File: config.mk
export PLATFORM = sky130hd
export DESIGN_NAME = nd_index_offset_converter_flat
export DESIGN_NICKNAME = d
export VERILOG_FILES = /design/src/rtl/nioc_pkg.sv /design/src/rtl/nioc_in_if.sv /design/src/rtl/nioc_out_if.sv /design/src/rtl/nioc_div.sv /design/src/rtl/nioc_mul.sv /design/src/rtl/nd_index_offset_converter.sv /design/src/flat_wrapper.sv
export SDC_FILE = /design/constraint.sdc
export NUM_CORES = 1
export LEC_CHECK = 0
export BUFFER_PORTS_ARGS = -buffer_cell sky130_fd_sc_hd__buf_4
export CAP_MARGIN = 20
export CORE_ASPECT_RATIO = 2
export CORE_MARGIN = 1
export CORE_UTILIZATION = 60
export CTS_CLUSTER_SIZE = 10
export DETAILED_ROUTE_END_ITERATION = 8
export PLACE_DENSITY_LB_ADDON = 0.12
export SLEW_MARGIN = 20
export SYNTH_ARGS = -nofsm -noshare
export SYNTH_HDL_FRONTEND = slang
export SYNTH_HIERARCHICAL = 1
export SYNTH_SLANG_ARGS = --single-unit
File: constraint.sdc
create_clock -name clk_i -period 6.87 [get_ports clk_i]
set_clock_uncertainty 0.05 [all_clocks]
set_input_delay 1.374 -clock clk_i [delete_from_list [all_inputs] [get_ports clk_i]]
set_output_delay 1.374 -clock clk_i [all_outputs]
set_load 0.01 [all_outputs]
File: src/rtl/nioc_pkg.sv
// nioc_pkg: shared constants, codes and types of the index/offset converter.
// Depends on nothing; used by the interfaces and all modules.
`timescale 1ns / 1ps
package nioc_pkg;

  localparam int OFFSET_W        = 48;
  localparam int COORD_IN_W      = 13;
  localparam int COORD_OUT_W     = 12;
  localparam int EXT_FIELD_W     = 12;
  localparam int FIELD_AXES      = 4;
  localparam int NDIMS_W         = 3;
  localparam int CFG_IDX_W       = 3;
  localparam int CFG_DATA_W      = 12;

  localparam int MAX_AXES_DEF    = 4;
  localparam int EXTENT_BITS_DEF = 12;

  localparam logic [CFG_IDX_W-1:0] REG_NUM_DIMS = 3'd0;
  localparam int                   REG_EXT0     = 1;

  localparam logic ACT_SPLIT = 1'b0;
  localparam logic ACT_FOLD  = 1'b1;

  localparam logic STATUS_OK    = 1'b0;
  localparam logic STATUS_RANGE = 1'b1;

  typedef enum logic [1:0] {
    ST_IDLE,
    ST_LAUNCH,
    ST_WAIT,
    ST_DONE
  } nioc_state_e;

endpackage

File: src/rtl/nioc_in_if.sv
// nioc_in_if: input channel, one beat carries action, offset and coordinates.
// Depends on nioc_pkg for field widths.
`timescale 1ns / 1ps
interface nioc_in_if;
  logic                                   valid;
  logic                                   ready;
  logic                                   action;
  logic        [nioc_pkg::OFFSET_W-1:0]   lin_offset;
  logic signed [nioc_pkg::COORD_IN_W-1:0] coord_in0;
  logic signed [nioc_pkg::COORD_IN_W-1:0] coord_in1;
  logic signed [nioc_pkg::COORD_IN_W-1:0] coord_in2;
  logic signed [nioc_pkg::COORD_IN_W-1:0] coord_in3;

  modport source (output valid, action, lin_offset, coord_in0, coord_in1, coord_in2,
                  coord_in3, input ready);
  modport sink   (input valid, action, lin_offset, coord_in0, coord_in1, coord_in2,
                  coord_in3, output ready);
endinterface

File: src/rtl/nioc_out_if.sv
// nioc_out_if: result channel, one beat carries status, offset and coordinates.
// Depends on nioc_pkg for field widths.
`timescale 1ns / 1ps
interface nioc_out_if;
  logic                             valid;
  logic                             ready;
  logic                             status;
  logic [nioc_pkg::OFFSET_W-1:0]    offset_out;
  logic [nioc_pkg::COORD_OUT_W-1:0] coord_out0;
  logic [nioc_pkg::COORD_OUT_W-1:0] coord_out1;
  logic [nioc_pkg::COORD_OUT_W-1:0] coord_out2;
  logic [nioc_pkg::COORD_OUT_W-1:0] coord_out3;

  modport source (output valid, status, offset_out, coord_out0, coord_out1, coord_out2,
                  coord_out3, input ready);
  modport sink   (input valid, status, offset_out, coord_out0, coord_out1, coord_out2,
                  coord_out3, output ready);
endinterface

File: src/rtl/nioc_div.sv
// nioc_div: bit-serial restoring divider, one quotient bit per cycle.
// Depends on nioc_pkg for the dividend width.
`timescale 1ns / 1ps
module nioc_div #(
  parameter int DW = 12
) (
  input  logic                          clk_i,
  input  logic                          rst_ni,
  input  logic                          start_i,
  input  logic [nioc_pkg::OFFSET_W-1:0] n_i,
  input  logic [DW-1:0]                 d_i,
  output logic                          done_o,
  output logic [nioc_pkg::OFFSET_W-1:0] q_o,
  output logic [DW-1:0]                 r_o
);
  import nioc_pkg::*;

  localparam int NW = OFFSET_W;
  localparam int CW = $clog2(NW + 1);

  logic          busy_q;
  logic          done_q;
  logic [CW-1:0] cnt_q;
  logic [NW-1:0] q_q;
  logic [DW-1:0] r_q;
  logic [DW-1:0] d_q;
  logic [DW:0]   trial;
  logic          fits;

  assign trial = {r_q, q_q[NW-1]};
  assign fits  = (trial >= {1'b0, d_q});

  always_ff @(posedge clk_i or negedge rst_ni) begin
    if (!rst_ni) begin
      busy_q <= 1'b0;
      done_q <= 1'b0;
      cnt_q  <= '0;
    end else begin
      done_q <= 1'b0;
      if (start_i) begin
        busy_q <= 1'b1;
        cnt_q  <= CW'(NW);
      end else if (busy_q) begin
        cnt_q <= cnt_q - CW'(1);
        if (cnt_q == CW'(1)) begin
          busy_q <= 1'b0;
          done_q <= 1'b1;
        end
      end
    end
  end

  always_ff @(posedge clk_i) begin
    if (start_i) begin
      q_q <= n_i;
      r_q <= '0;
      d_q <= d_i;
    end else if (busy_q) begin
      q_q <= {q_q[NW-2:0], fits};
      if (fits) begin
        r_q <= DW'(trial - {1'b0, d_q});
      end else begin
        r_q <= trial[DW-1:0];
      end
    end
  end

  assign done_o = done_q;
  assign q_o    = q_q;
  assign r_o    = r_q;

endmodule

File: src/rtl/nioc_mul.sv
// nioc_mul: bit-serial shift-add multiply-accumulate, p = a * b + c.
// Depends on nioc_pkg for the accumulator width; one multiplier bit per cycle.
`timescale 1ns / 1ps
module nioc_mul #(
  parameter int BW = 12
) (
  input  logic                          clk_i,
  input  logic                          rst_ni,
  input  logic                          start_i,
  input  logic [nioc_pkg::OFFSET_W-1:0] a_i,
  input  logic [BW-1:0]                 b_i,
  input  logic [nioc_pkg::OFFSET_W-1:0] c_i,
  output logic                          done_o,
  output logic [nioc_pkg::OFFSET_W-1:0] p_o
);
  import nioc_pkg::*;

  localparam int CW = $clog2(BW + 1);

  logic                busy_q;
  logic                done_q;
  logic [CW-1:0]       cnt_q;
  logic [OFFSET_W-1:0] a_q;
  logic [BW-1:0]       b_q;
  logic [OFFSET_W-1:0] p_q;

  always_ff @(posedge clk_i or negedge rst_ni) begin
    if (!rst_ni) begin
      busy_q <= 1'b0;
      done_q <= 1'b0;
      cnt_q  <= '0;
    end else begin
      done_q <= 1'b0;
      if (start_i) begin
        busy_q <= 1'b1;
        cnt_q  <= CW'(BW);
      end else if (busy_q) begin
        cnt_q <= cnt_q - CW'(1);
        if (cnt_q == CW'(1)) begin
          busy_q <= 1'b0;
          done_q <= 1'b1;
        end
      end
    end
  end

  always_ff @(posedge clk_i) begin
    if (start_i) begin
      a_q <= a_i;
      b_q <= b_i;
      p_q <= c_i;
    end else if (busy_q) begin
      if (b_q[0]) begin
        p_q <= p_q + a_q;
      end
      a_q <= a_q << 1;
      b_q <= b_q >> 1;
    end
  end

  assign done_o = done_q;
  assign p_o    = p_q;

endmodule

File: src/rtl/nd_index_offset_converter.sv
// nd_index_offset_converter: top level, config registers, sequencer, result register.
// Depends on nioc_pkg, nioc_in_if, nioc_out_if, nioc_div and nioc_mul.
//
// Converts a linear element offset into column-major coordinates (action 0)
// or coordinates into an offset (action 1) for an array of up to MAX_AXES axes.
// Shape comes from the write port: index 0 is the axis count, 1..4 the extents.
// Write the shape only while no item is in flight.
// One beat in gives one beat out, in order. Items are worked one at a time.
// Action 0 runs the bit-serial divider once per axis in use. Action 1
// folds coordinates by Horner steps on the shift-add multiplier.
// A bad coordinate or a zero extent is flagged at acceptance and goes
// straight to the done state; an offset past the element count runs all
// divisions first.
// The result sits in an output register; a new beat is taken while it
// waits, and that next result holds until the receiver takes the first.
// Reset gives one axis of extent 1 and an empty output register.
`timescale 1ns / 1ps
module nd_index_offset_converter #(
  parameter int MAX_AXES    = nioc_pkg::MAX_AXES_DEF,
  parameter int EXTENT_BITS = nioc_pkg::EXTENT_BITS_DEF
) (
  input  logic                            clk_i,
  input  logic                            rst_ni,
  input  logic                            cfg_we_i,
  input  logic [nioc_pkg::CFG_IDX_W-1:0]  cfg_idx_i,
  input  logic [nioc_pkg::CFG_DATA_W-1:0] cfg_wdata_i,
  nioc_in_if.sink                         in_i,
  nioc_out_if.source                      out_o
);
  import nioc_pkg::*;

  localparam int EW  = (EXTENT_BITS < EXT_FIELD_W) ? EXTENT_BITS : EXT_FIELD_W;
  localparam int AXW = (MAX_AXES > 1) ? $clog2(MAX_AXES) : 1;

  nioc_state_e state_q, state_d;

  logic [NDIMS_W-1:0]     num_dims_q;
  logic [EW-1:0]          ext_q [MAX_AXES];

  logic                   action_q;
  logic                   bad_q;
  logic [OFFSET_W-1:0]    work_q;
  logic [COORD_IN_W-1:0]  cin_q [MAX_AXES];
  logic [EW-1:0]          cres_q [MAX_AXES];
  logic [AXW-1:0]         ax_q;

  logic                   out_valid_q;
  logic                   status_q;
  logic [OFFSET_W-1:0]    offset_q;
  logic [COORD_OUT_W-1:0] cout_q [FIELD_AXES];
  logic [COORD_OUT_W-1:0] cres_full [FIELD_AXES];

  logic [COORD_IN_W-1:0]  cin_w [FIELD_AXES];
  logic [AXW-1:0]         last_ax;
  logic                   bad_in;
  logic                   accept;
  logic                   in_ready;
  logic                   div_start;
  logic                   mul_start;
  logic                   load_out;
  logic                   last_step;
  logic                   unit_done;

  logic                   div_done;
  logic [OFFSET_W-1:0]    div_q;
  logic [EW-1:0]          div_r;
  logic                   mul_done;
  logic [OFFSET_W-1:0]    mul_p;

  assign cin_w[0] = in_i.coord_in0;
  assign cin_w[1] = in_i.coord_in1;
  assign cin_w[2] = in_i.coord_in2;
  assign cin_w[3] = in_i.coord_in3;

  always_comb begin
    if (num_dims_q == '0) begin
      last_ax = '0;
    end else if (int'(num_dims_q) > MAX_AXES) begin
      last_ax = AXW'(MAX_AXES - 1);
    end else begin
      last_ax = AXW'(num_dims_q - NDIMS_W'(1));
    end
  end

  always_comb begin
    bad_in = 1'b0;
    for (int i = 0; i < MAX_AXES; i++) begin
      if (AXW'(i) <= last_ax) begin
        if (in_i.action == ACT_SPLIT) begin
          if (ext_q[i] == '0) begin
            bad_in = 1'b1;
          end
        end else if (cin_w[i][COORD_IN_W-1] ||
                     ({1'b0, cin_w[i][COORD_OUT_W-1:0]} >= COORD_IN_W'(ext_q[i]))) begin
          bad_in = 1'b1;
        end
      end
    end
  end

  assign accept    = in_i.valid && in_ready;
  assign unit_done = (action_q == ACT_FOLD) ? mul_done : div_done;
  assign last_step = (action_q == ACT_FOLD) ? (ax_q == '0) : (ax_q == last_ax);

  always_comb begin
    state_d = state_q;
    case (state_q)
      ST_IDLE: begin
        if (in_i.valid) begin
          state_d = bad_in ? ST_DONE : ST_LAUNCH;
        end
      end
      ST_LAUNCH: state_d = ST_WAIT;
      ST_WAIT: begin
        if (unit_done) begin
          state_d = last_step ? ST_DONE : ST_LAUNCH;
        end
      end
      ST_DONE: begin
        if (!out_valid_q || out_o.ready) begin
          state_d = ST_IDLE;
        end
      end
      default: state_d = ST_IDLE;
    endcase
  end

  always_comb begin
    in_ready  = 1'b0;
    div_start = 1'b0;
    mul_start = 1'b0;
    load_out  = 1'b0;
    case (state_q)
      ST_IDLE:   in_ready = 1'b1;
      ST_LAUNCH: begin
        div_start = (action_q == ACT_SPLIT);
        mul_start = (action_q == ACT_FOLD);
      end
      ST_WAIT:   ;
      ST_DONE:   load_out = !out_valid_q || out_o.ready;
      default:   ;
    endcase
  end

  always_ff @(posedge clk_i or negedge rst_ni) begin
    if (!rst_ni) begin
      state_q     <= ST_IDLE;
      out_valid_q <= 1'b0;
      num_dims_q  <= NDIMS_W'(1);
      for (int i = 0; i < MAX_AXES; i++) begin
        ext_q[i] <= EW'(1);
      end
    end else begin
      state_q <= state_d;
      if (load_out) begin
        out_valid_q <= 1'b1;
      end else if (out_o.ready) begin
        out_valid_q <= 1'b0;
      end
      if (cfg_we_i) begin
        if (cfg_idx_i == REG_NUM_DIMS) begin
          num_dims_q <= cfg_wdata_i[NDIMS_W-1:0];
        end
        for (int i = 0; i < MAX_AXES; i++) begin
          if (cfg_idx_i == CFG_IDX_W'(REG_EXT0 + i)) begin
            ext_q[i] <= cfg_wdata_i[EW-1:0];
          end
        end
      end
    end
  end

  always_ff @(posedge clk_i) begin
    if (accept) begin
      action_q <= in_i.action;
      bad_q    <= bad_in;
      for (int i = 0; i < MAX_AXES; i++) begin
        cin_q[i]  <= cin_w[i];
        cres_q[i] <= '0;
      end
      if (in_i.action == ACT_SPLIT) begin
        work_q <= in_i.lin_offset;
        ax_q   <= '0;
      end else begin
        work_q <= '0;
        ax_q   <= last_ax;
      end
    end else if ((state_q == ST_WAIT) && unit_done) begin
      if (action_q == ACT_SPLIT) begin
        work_q       <= div_q;
        cres_q[ax_q] <= div_r;
        if (last_step) begin
          bad_q <= (div_q != '0);
        end else begin
          ax_q <= ax_q + AXW'(1);
        end
      end else begin
        work_q <= mul_p;
        if (!last_step) begin
          ax_q <= ax_q - AXW'(1);
        end
      end
    end

    if (load_out) begin
      status_q <= bad_q ? STATUS_RANGE : STATUS_OK;
      offset_q <= (bad_q || (action_q == ACT_SPLIT)) ? '0 : work_q;
      for (int j = 0; j < FIELD_AXES; j++) begin
        cout_q[j] <= (bad_q || (action_q == ACT_FOLD)) ? '0 : cres_full[j];
      end
    end
  end

  for (genvar j = 0; j < FIELD_AXES; j++) begin : g_cres
    if (j < MAX_AXES) begin : g_used
      assign cres_full[j] = COORD_OUT_W'(cres_q[j]);
    end else begin : g_unused
      assign cres_full[j] = '0;
    end
  end

  nioc_div #(
    .DW (EW)
  ) u_div (
    .clk_i   (clk_i),
    .rst_ni  (rst_ni),
    .start_i (div_start),
    .n_i     (work_q),
    .d_i     (ext_q[ax_q]),
    .done_o  (div_done),
    .q_o     (div_q),
    .r_o     (div_r)
  );

  nioc_mul #(
    .BW (EW)
  ) u_mul (
    .clk_i   (clk_i),
    .rst_ni  (rst_ni),
    .start_i (mul_start),
    .a_i     (work_q),
    .b_i     (ext_q[ax_q]),
    .c_i     (OFFSET_W'(cin_q[ax_q][COORD_OUT_W-1:0])),
    .done_o  (mul_done),
    .p_o     (mul_p)
  );

  assign in_i.ready       = in_ready;
  assign out_o.valid      = out_valid_q;
  assign out_o.status     = status_q;
  assign out_o.offset_out = offset_q;
  assign out_o.coord_out0 = cout_q[0];
  assign out_o.coord_out1 = cout_q[1];
  assign out_o.coord_out2 = cout_q[2];
  assign out_o.coord_out3 = cout_q[3];

  a_done_in_wait: assert property (@(posedge clk_i) disable iff (!rst_ni)
    (div_done || mul_done) |-> (state_q == ST_WAIT))
    else $error("arithmetic unit finished outside of wait state");

  a_accept_leaves_idle: assert property (@(posedge clk_i) disable iff (!rst_ni)
    accept |=> (state_q != ST_IDLE))
    else $error("accepted beat did not start work");

  a_load_from_done: assert property (@(posedge clk_i) disable iff (!rst_ni)
    $rose(out_valid_q) |-> ($past(state_q) == ST_DONE))
    else $error("result register loaded outside of done state");

  a_error_zero: assert property (@(posedge clk_i) disable iff (!rst_ni)
    (out_valid_q && (status_q == STATUS_RANGE)) |->
      ((offset_q == '0) && (cout_q[0] == '0) && (cout_q[1] == '0) &&
       (cout_q[2] == '0) && (cout_q[3] == '0)))
    else $error("error beat carries nonzero payload");

endmodule

File: src/flat_wrapper.sv
// flat-port wrapper written by rule: the top's interface ports become plain ports
module nd_index_offset_converter_flat import nioc_pkg::*;
#(
  parameter int MAX_AXES    = nioc_pkg::MAX_AXES_DEF,
  parameter int EXTENT_BITS = nioc_pkg::EXTENT_BITS_DEF
)
  (clk_i, rst_ni, cfg_we_i, cfg_idx_i, cfg_wdata_i, in_i_valid, in_i_action, in_i_lin_offset, in_i_coord_in0, in_i_coord_in1, in_i_coord_in2, in_i_coord_in3, in_i_ready, out_o_valid, out_o_status, out_o_offset_out, out_o_coord_out0, out_o_coord_out1, out_o_coord_out2, out_o_coord_out3, out_o_ready);
  nioc_in_if in_i_i ();
  nioc_out_if out_o_i ();
  input  logic clk_i;
  input  logic rst_ni;
  input  logic cfg_we_i;
  input  logic [nioc_pkg::CFG_IDX_W-1:0] cfg_idx_i;
  input  logic [nioc_pkg::CFG_DATA_W-1:0] cfg_wdata_i;
  input wire logic [$bits(in_i_i.valid)-1:0] in_i_valid;
  input wire logic [$bits(in_i_i.action)-1:0] in_i_action;
  input wire logic [$bits(in_i_i.lin_offset)-1:0] in_i_lin_offset;
  input wire logic [$bits(in_i_i.coord_in0)-1:0] in_i_coord_in0;
  input wire logic [$bits(in_i_i.coord_in1)-1:0] in_i_coord_in1;
  input wire logic [$bits(in_i_i.coord_in2)-1:0] in_i_coord_in2;
  input wire logic [$bits(in_i_i.coord_in3)-1:0] in_i_coord_in3;
  output wire logic [$bits(in_i_i.ready)-1:0] in_i_ready;
  output wire logic [$bits(out_o_i.valid)-1:0] out_o_valid;
  output wire logic [$bits(out_o_i.status)-1:0] out_o_status;
  output wire logic [$bits(out_o_i.offset_out)-1:0] out_o_offset_out;
  output wire logic [$bits(out_o_i.coord_out0)-1:0] out_o_coord_out0;
  output wire logic [$bits(out_o_i.coord_out1)-1:0] out_o_coord_out1;
  output wire logic [$bits(out_o_i.coord_out2)-1:0] out_o_coord_out2;
  output wire logic [$bits(out_o_i.coord_out3)-1:0] out_o_coord_out3;
  input wire logic [$bits(out_o_i.ready)-1:0] out_o_ready;
  assign in_i_i.valid = in_i_valid;
  assign in_i_i.action = in_i_action;
  assign in_i_i.lin_offset = in_i_lin_offset;
  assign in_i_i.coord_in0 = in_i_coord_in0;
  assign in_i_i.coord_in1 = in_i_coord_in1;
  assign in_i_i.coord_in2 = in_i_coord_in2;
  assign in_i_i.coord_in3 = in_i_coord_in3;
  assign in_i_ready = in_i_i.ready;
  assign out_o_valid = out_o_i.valid;
  assign out_o_status = out_o_i.status;
  assign out_o_offset_out = out_o_i.offset_out;
  assign out_o_coord_out0 = out_o_i.coord_out0;
  assign out_o_coord_out1 = out_o_i.coord_out1;
  assign out_o_coord_out2 = out_o_i.coord_out2;
  assign out_o_coord_out3 = out_o_i.coord_out3;
  assign out_o_i.ready = out_o_ready;
  nd_index_offset_converter #(.MAX_AXES(MAX_AXES), .EXTENT_BITS(EXTENT_BITS)) u_core (.clk_i(clk_i), .rst_ni(rst_ni), .cfg_we_i(cfg_we_i), .cfg_idx_i(cfg_idx_i), .cfg_wdata_i(cfg_wdata_i), .in_i(in_i_i), .out_o(out_o_i));
endmodule
==> metrics.txt <==
# TYPE chip_impl_metric gauge
chip_impl_metric{name="switchingPower",unit="uW"} 5530
chip_impl_metric{name="ys_seq_elements",unit=""} 495
chip_impl_metric{name="drt-wirelength-per-cell",unit="um"} 23.6
chip_impl_metric{name="fp.coreArea",unit="um2"} 41900
chip_impl_info{name="timing.critical_path.from_type",value="register"} 1
chip_impl_metric{name="power_switching_share",unit=""} 0.385
chip_impl_metric{name="p_clk_frac",unit=""} 0.183
chip_impl_metric{name="placementRows",unit=""} 106
chip_impl_metric{name="yosysTopAreaCellShare",unit=""} 0.486
chip_impl_metric{name="timing.fmax",unit="GHz"} 0.295
chip_impl_metric{name="die_outline_area",unit="um2"} 43400
chip_impl_metric{name="number_of_buffers_added_to_fix_hold_violations_after_cts",unit=""} 0
chip_impl_info{name="ys_top_cells_by_area",value="edfxtp_1 (49%), dfrtp_1 (6.2%), mux2_2 (5.5%), ha_1 (5.5%), and2_1 (3.7%)"} 1
chip_impl_metric{name="max-slew-margin-rel",unit=""} 0.307
chip_impl_metric{name="wirelength",unit="um"} 67900
chip_impl_metric{name="min_period_over_period",unit=""} 0.493
chip_impl_info{name="yosysTopAreaCell",value="edfxtp_1"} 1
chip_impl_metric{name="ys_warn_count",unit=""} 6
chip_impl_info{name="rsz_0062_raised_after_global_routing",value="no"} 1
chip_impl_metric{name="gp_congestion",unit=""} 0.977
chip_impl_metric{name="p_comb_frac",unit=""} 0.428
chip_impl_metric{name="regToRegSetupSlack",unit="ns"} 3.48
chip_impl_metric{name="via_count_of_the_first_global_routing_pass",unit=""} 18200
chip_impl_metric{name="clock_tree.buffer_depth",unit=""} 3
chip_impl_info{name="synth_ff_type",value="edfxtp_1"} 1
chip_impl_metric{name="grt_pass1_wl",unit="um"} 102000
chip_impl_info{name="post_synth_most_frequent_cells",value="edfxtp_1 (413), nand2_1 (154), and2_1 (152)"} 1
chip_impl_metric{name="power.ir.vdd_worst",unit="mV"} 0.249
chip_impl_metric{name="cts_repair_resize_count",unit=""} 0
chip_impl_metric{name="dr_total_vias",unit=""} 17600
chip_impl_metric{name="place_area",unit="um2"} 27800
chip_impl_info{name="crit_path_end_kind",value="register"} 1
chip_impl_metric{name="drv_cap",unit=""} 0
chip_impl_metric{name="nNetsFinal",unit=""} 2543
chip_impl_metric{name="cp.required",unit="ns"} 7.15
chip_impl_metric{name="cts.sink_count",unit=""} 495
chip_impl_metric{name="number_of_enable_type_register_cells_in_the_synthesized_netlist",unit=""} 413
chip_impl_metric{name="place.detailed.hpwl",unit="um"} 49700
chip_impl_metric{name="final_cell_area",unit="um2"} 29300
chip_impl_info{name="root_buffer",value="clkbuf_16"} 1
chip_impl_metric{name="report.final.hold_viol_count",unit=""} 0
chip_impl_metric{name="viasPerCell",unit=""} 6.12
chip_impl_info{name="timing.hold.worst.class",value="reg2reg"} 1
chip_impl_metric{name="pin_count",unit=""} 220
chip_impl_metric{name="grt_antenna_before_repair",unit=""} 1
chip_impl_info{name="status",value="finished, final reports clean"} 1
chip_impl_metric{name="detailedRoute.firstPassIterationCount",unit=""} 5
chip_impl_metric{name="max_slew.worst_pin.slew",unit="ns"} 1.04
chip_impl_metric{name="ctsHtreeMaxLevel",unit=""} 2
chip_impl_metric{name="maxSlewViolCount",unit=""} 0
chip_impl_metric{name="gr-usage-all-layers",unit=""} 0.316
chip_impl_metric{name="cts_setup_buffers",unit=""} 0
chip_impl_metric{name="finalCriticalPeriod",unit="ns"} 3.39
chip_impl_metric{name="setup_viol",unit=""} 0
chip_impl_metric{name="static_power_due_to_leakage",unit="uW"} 0.0114
chip_impl_metric{name="die-height",unit="um"} 294
chip_impl_metric{name="pwr_density_cell",unit="nW/um2"} 491
chip_impl_metric{name="share_seq_of_total_power",unit=""} 0.389
chip_impl_metric{name="fin_tns_setup",unit="ns"} 0
chip_impl_metric{name="placement.io_buffers",unit=""} 219
chip_impl_metric{name="synthDistinctLibCells",unit=""} 96
chip_impl_metric{name="postSynth.asyncResetShare",unit=""} 0.137
chip_impl_metric{name="grt_overflow_total",unit=""} 0
chip_impl_metric{name="worst_skew_pair.late_latency",unit="ns"} 0.60
chip_impl_metric{name="syn_to_final_growth",unit="%"} 14.9
chip_impl_metric{name="cell_internal_pwr",unit="uW"} 8860
chip_impl_metric{name="drive_gt1_frac",unit=""} 0.215
chip_impl_metric{name="ys_seq_area_frac",unit=""} 0.564
chip_impl_metric{name="clkTransAtPathRegs",unit="ns"} 0.06
chip_impl_metric{name="grt_start_max_net_pins",unit=""} 88
chip_impl_metric{name="start_util",unit=""} 0.609
chip_impl_metric{name="clock_buffer_count_from_cts",unit=""} 55
chip_impl_metric{name="critical_path_peak_fanout",unit=""} 5
chip_impl_metric{name="worstPathArrival",unit="ns"} 3.67
chip_impl_info{name="yosysMostFrequentCell",value="edfxtp_1"} 1
chip_impl_metric{name="die_x",unit="um"} 148
chip_impl_info{name="tritoncts_clock_tree",value="built"} 1
chip_impl_metric{name="route.detailed.drc",unit=""} 0
chip_impl_metric{name="detail-route-antenna-nets",unit=""} 0
chip_impl_info{name="crit_path_class",value="reg2reg"} 1
chip_impl_metric{name="first_drt_iteration_drcs",unit=""} 1125
chip_impl_metric{name="post_syn_area",unit="um2"} 25500
chip_impl_metric{name="syn_area_per_cell",unit="um2"} 12.3
chip_impl_metric{name="synthesis.instances",unit=""} 2077
critical path: stages (launching register included):
cell      delay (ns)
edfxtp_1        0.38
ha_1            0.18
inv_1           0.06
fa_1            0.44
nand2b_1        0.20
a21oi_1         0.26
o211ai_1        0.17
a21o_1          0.23
o31ai_2         0.54
a31o_2          0.31
a21oi_1         0.08
o221a_1         0.23
logic make-up (layout without fill, tap and decap cells):
logic type / count (synthesis) / in the layout / synth area share
simple gates: 621 / 621 / 0.132
flops: 495 / 495 / 0.564
compound gates: 393 / 393 / 0.100
mux: 208 / 208 / 0.0999
buf+inv: 196 / 419 / 0.0302
fa+ha+maj: 115 / 115 / 0.0569
xor+xnor: 48 / 48 / 0.0165
other cells: 1 / 37 / 0.000147
metrics by stage:
step                       util  total power (uW)  setup WS, ns  std cells  hold WS [ns]
final                     0.699             14400          3.48       2876         0.463
after global routing      0.699             15200          3.30       2876         0.480
after CTS                 0.699             14400          3.50       2875         0.463
after detailed placement  0.663             11700          2.92       2791         0.453
after global placement    0.662             11500          2.99       2790         0.449
after floorplan               -              9800         0.333       2112         0.402
routing by layer:
layer | global-route usage | vias up | part of all wire
li1 | - | 8135 | -
met1 | 0.310 | 8615 | 0.33
met2 | 0.611 | 633 | 0.56
met3 | 0.0355 | 216 | 0.043
met4 | 0.211 | 0 | 0.072
met5 | 0 | - | 0
state kept, by name, summed over array words and instances (netlist names), 2 cells and up, named ones only:
name and flops:
u_core/state_q 2, u_core/u_div/r_o 12, u_core/u_mul/cnt_q 4, u_core/u_mul/a_q 48
u_core/num_dims_q 3, u_core/work_q 48, u_core/u_mul/p_o 48, u_core/u_mul/b_q 12
u_core/cin_q 48, u_core/ax_q 2, u_core/u_div/q_o 48, u_core/u_div/cnt_q 6
u_core/cout_q 48, u_core/out_o.offset_out 48, u_core/ext_q 48, u_core/u_div/d_q 12
u_core/cres_q 48
final cells by class:
class / count / area, um2
clock buffers: 82 / 1510
diodes: 1 / 2.50
clock inverters: 2 / 33.8
multi-input cells: 1421 / 10500
fillers: 3113 / 12600
flip-flops and latches: 495 / 14400
well taps: 540 / 676
repair buffers: 242 / 1830
inverters: 93 / 352
cell usage in the layout, fill, tap and decap left out, types with 16 or more instances in the layout:
| cell | netlist | layout |
|---|---|---|
| a211oi_1 | 23 | 23 |
| a21o_1 | 27 | 27 |
| a21oi_1 | 78 | 78 |
| and2_1 | 152 | 152 |
| and3_1 | 17 | 17 |
| buf_4 | 0 | 240 |
| clkbuf_1 | 79 | 25 |
| clkbuf_16 | 0 | 56 |
| conb_1 | 1 | 36 |
| dfrtp_1 | 63 | 63 |
| edfxtp_1 | 413 | 413 |
| ha_1 | 112 | 112 |
| inv_1 | 92 | 91 |
| mux2_2 | 125 | 125 |
| mux2i_1 | 56 | 56 |
| mux4_2 | 23 | 23 |
| nand2_1 | 154 | 152 |
| nand3_1 | 21 | 21 |
| nand3b_1 | 50 | 50 |
| nand4_1 | 24 | 24 |
| nor2_1 | 90 | 87 |
| nor3_1 | 21 | 20 |
| nor4_1 | 21 | 21 |
| o21ai_0 | 137 | 136 |
| o21ai_1 | 15 | 16 |
| xnor2_1 | 28 | 28 |
| xor2_1 | 20 | 20 |
final timing paths:
kind                                          start                     to  depth (start not counted)
worst max-delay path            u_core/u_mul/p_o[0]   u_core/u_mul/p_o[34]                         11
worst min-delay path            u_core/cres_q[3][4]    u_core/cout_q[3][4]                          1
worst max register to register  u_core/u_mul/p_o[0]   u_core/u_mul/p_o[34]                         11
worst min register to register  u_core/cres_q[3][4]    u_core/cout_q[3][4]                          1
max in group asynchronous                    rst_ni  u_core/u_div/cnt_q[4]                          1
min in group asynchronous                    rst_ni        u_core/ext_q[1]                          1
power by group through the flow:
| stage | logic [uW] | registers, uW | clock network (uW) |
|---|---|---|---|
| 6_report | 6160 | 5600 | 2630 |
| 5_1_grt | 6710 | 5700 | 2770 |
| 4_1_cts | 6120 | 5600 | 2680 |
| 3_5_place_dp | 6070 | 5660 | 0 |
| 3_3_place_gp | 5910 | 5620 | 0 |
| 2_1_floorplan | 4480 | 5320 | 0 |
No activity file was read; power rests on OpenSTA's default activity.
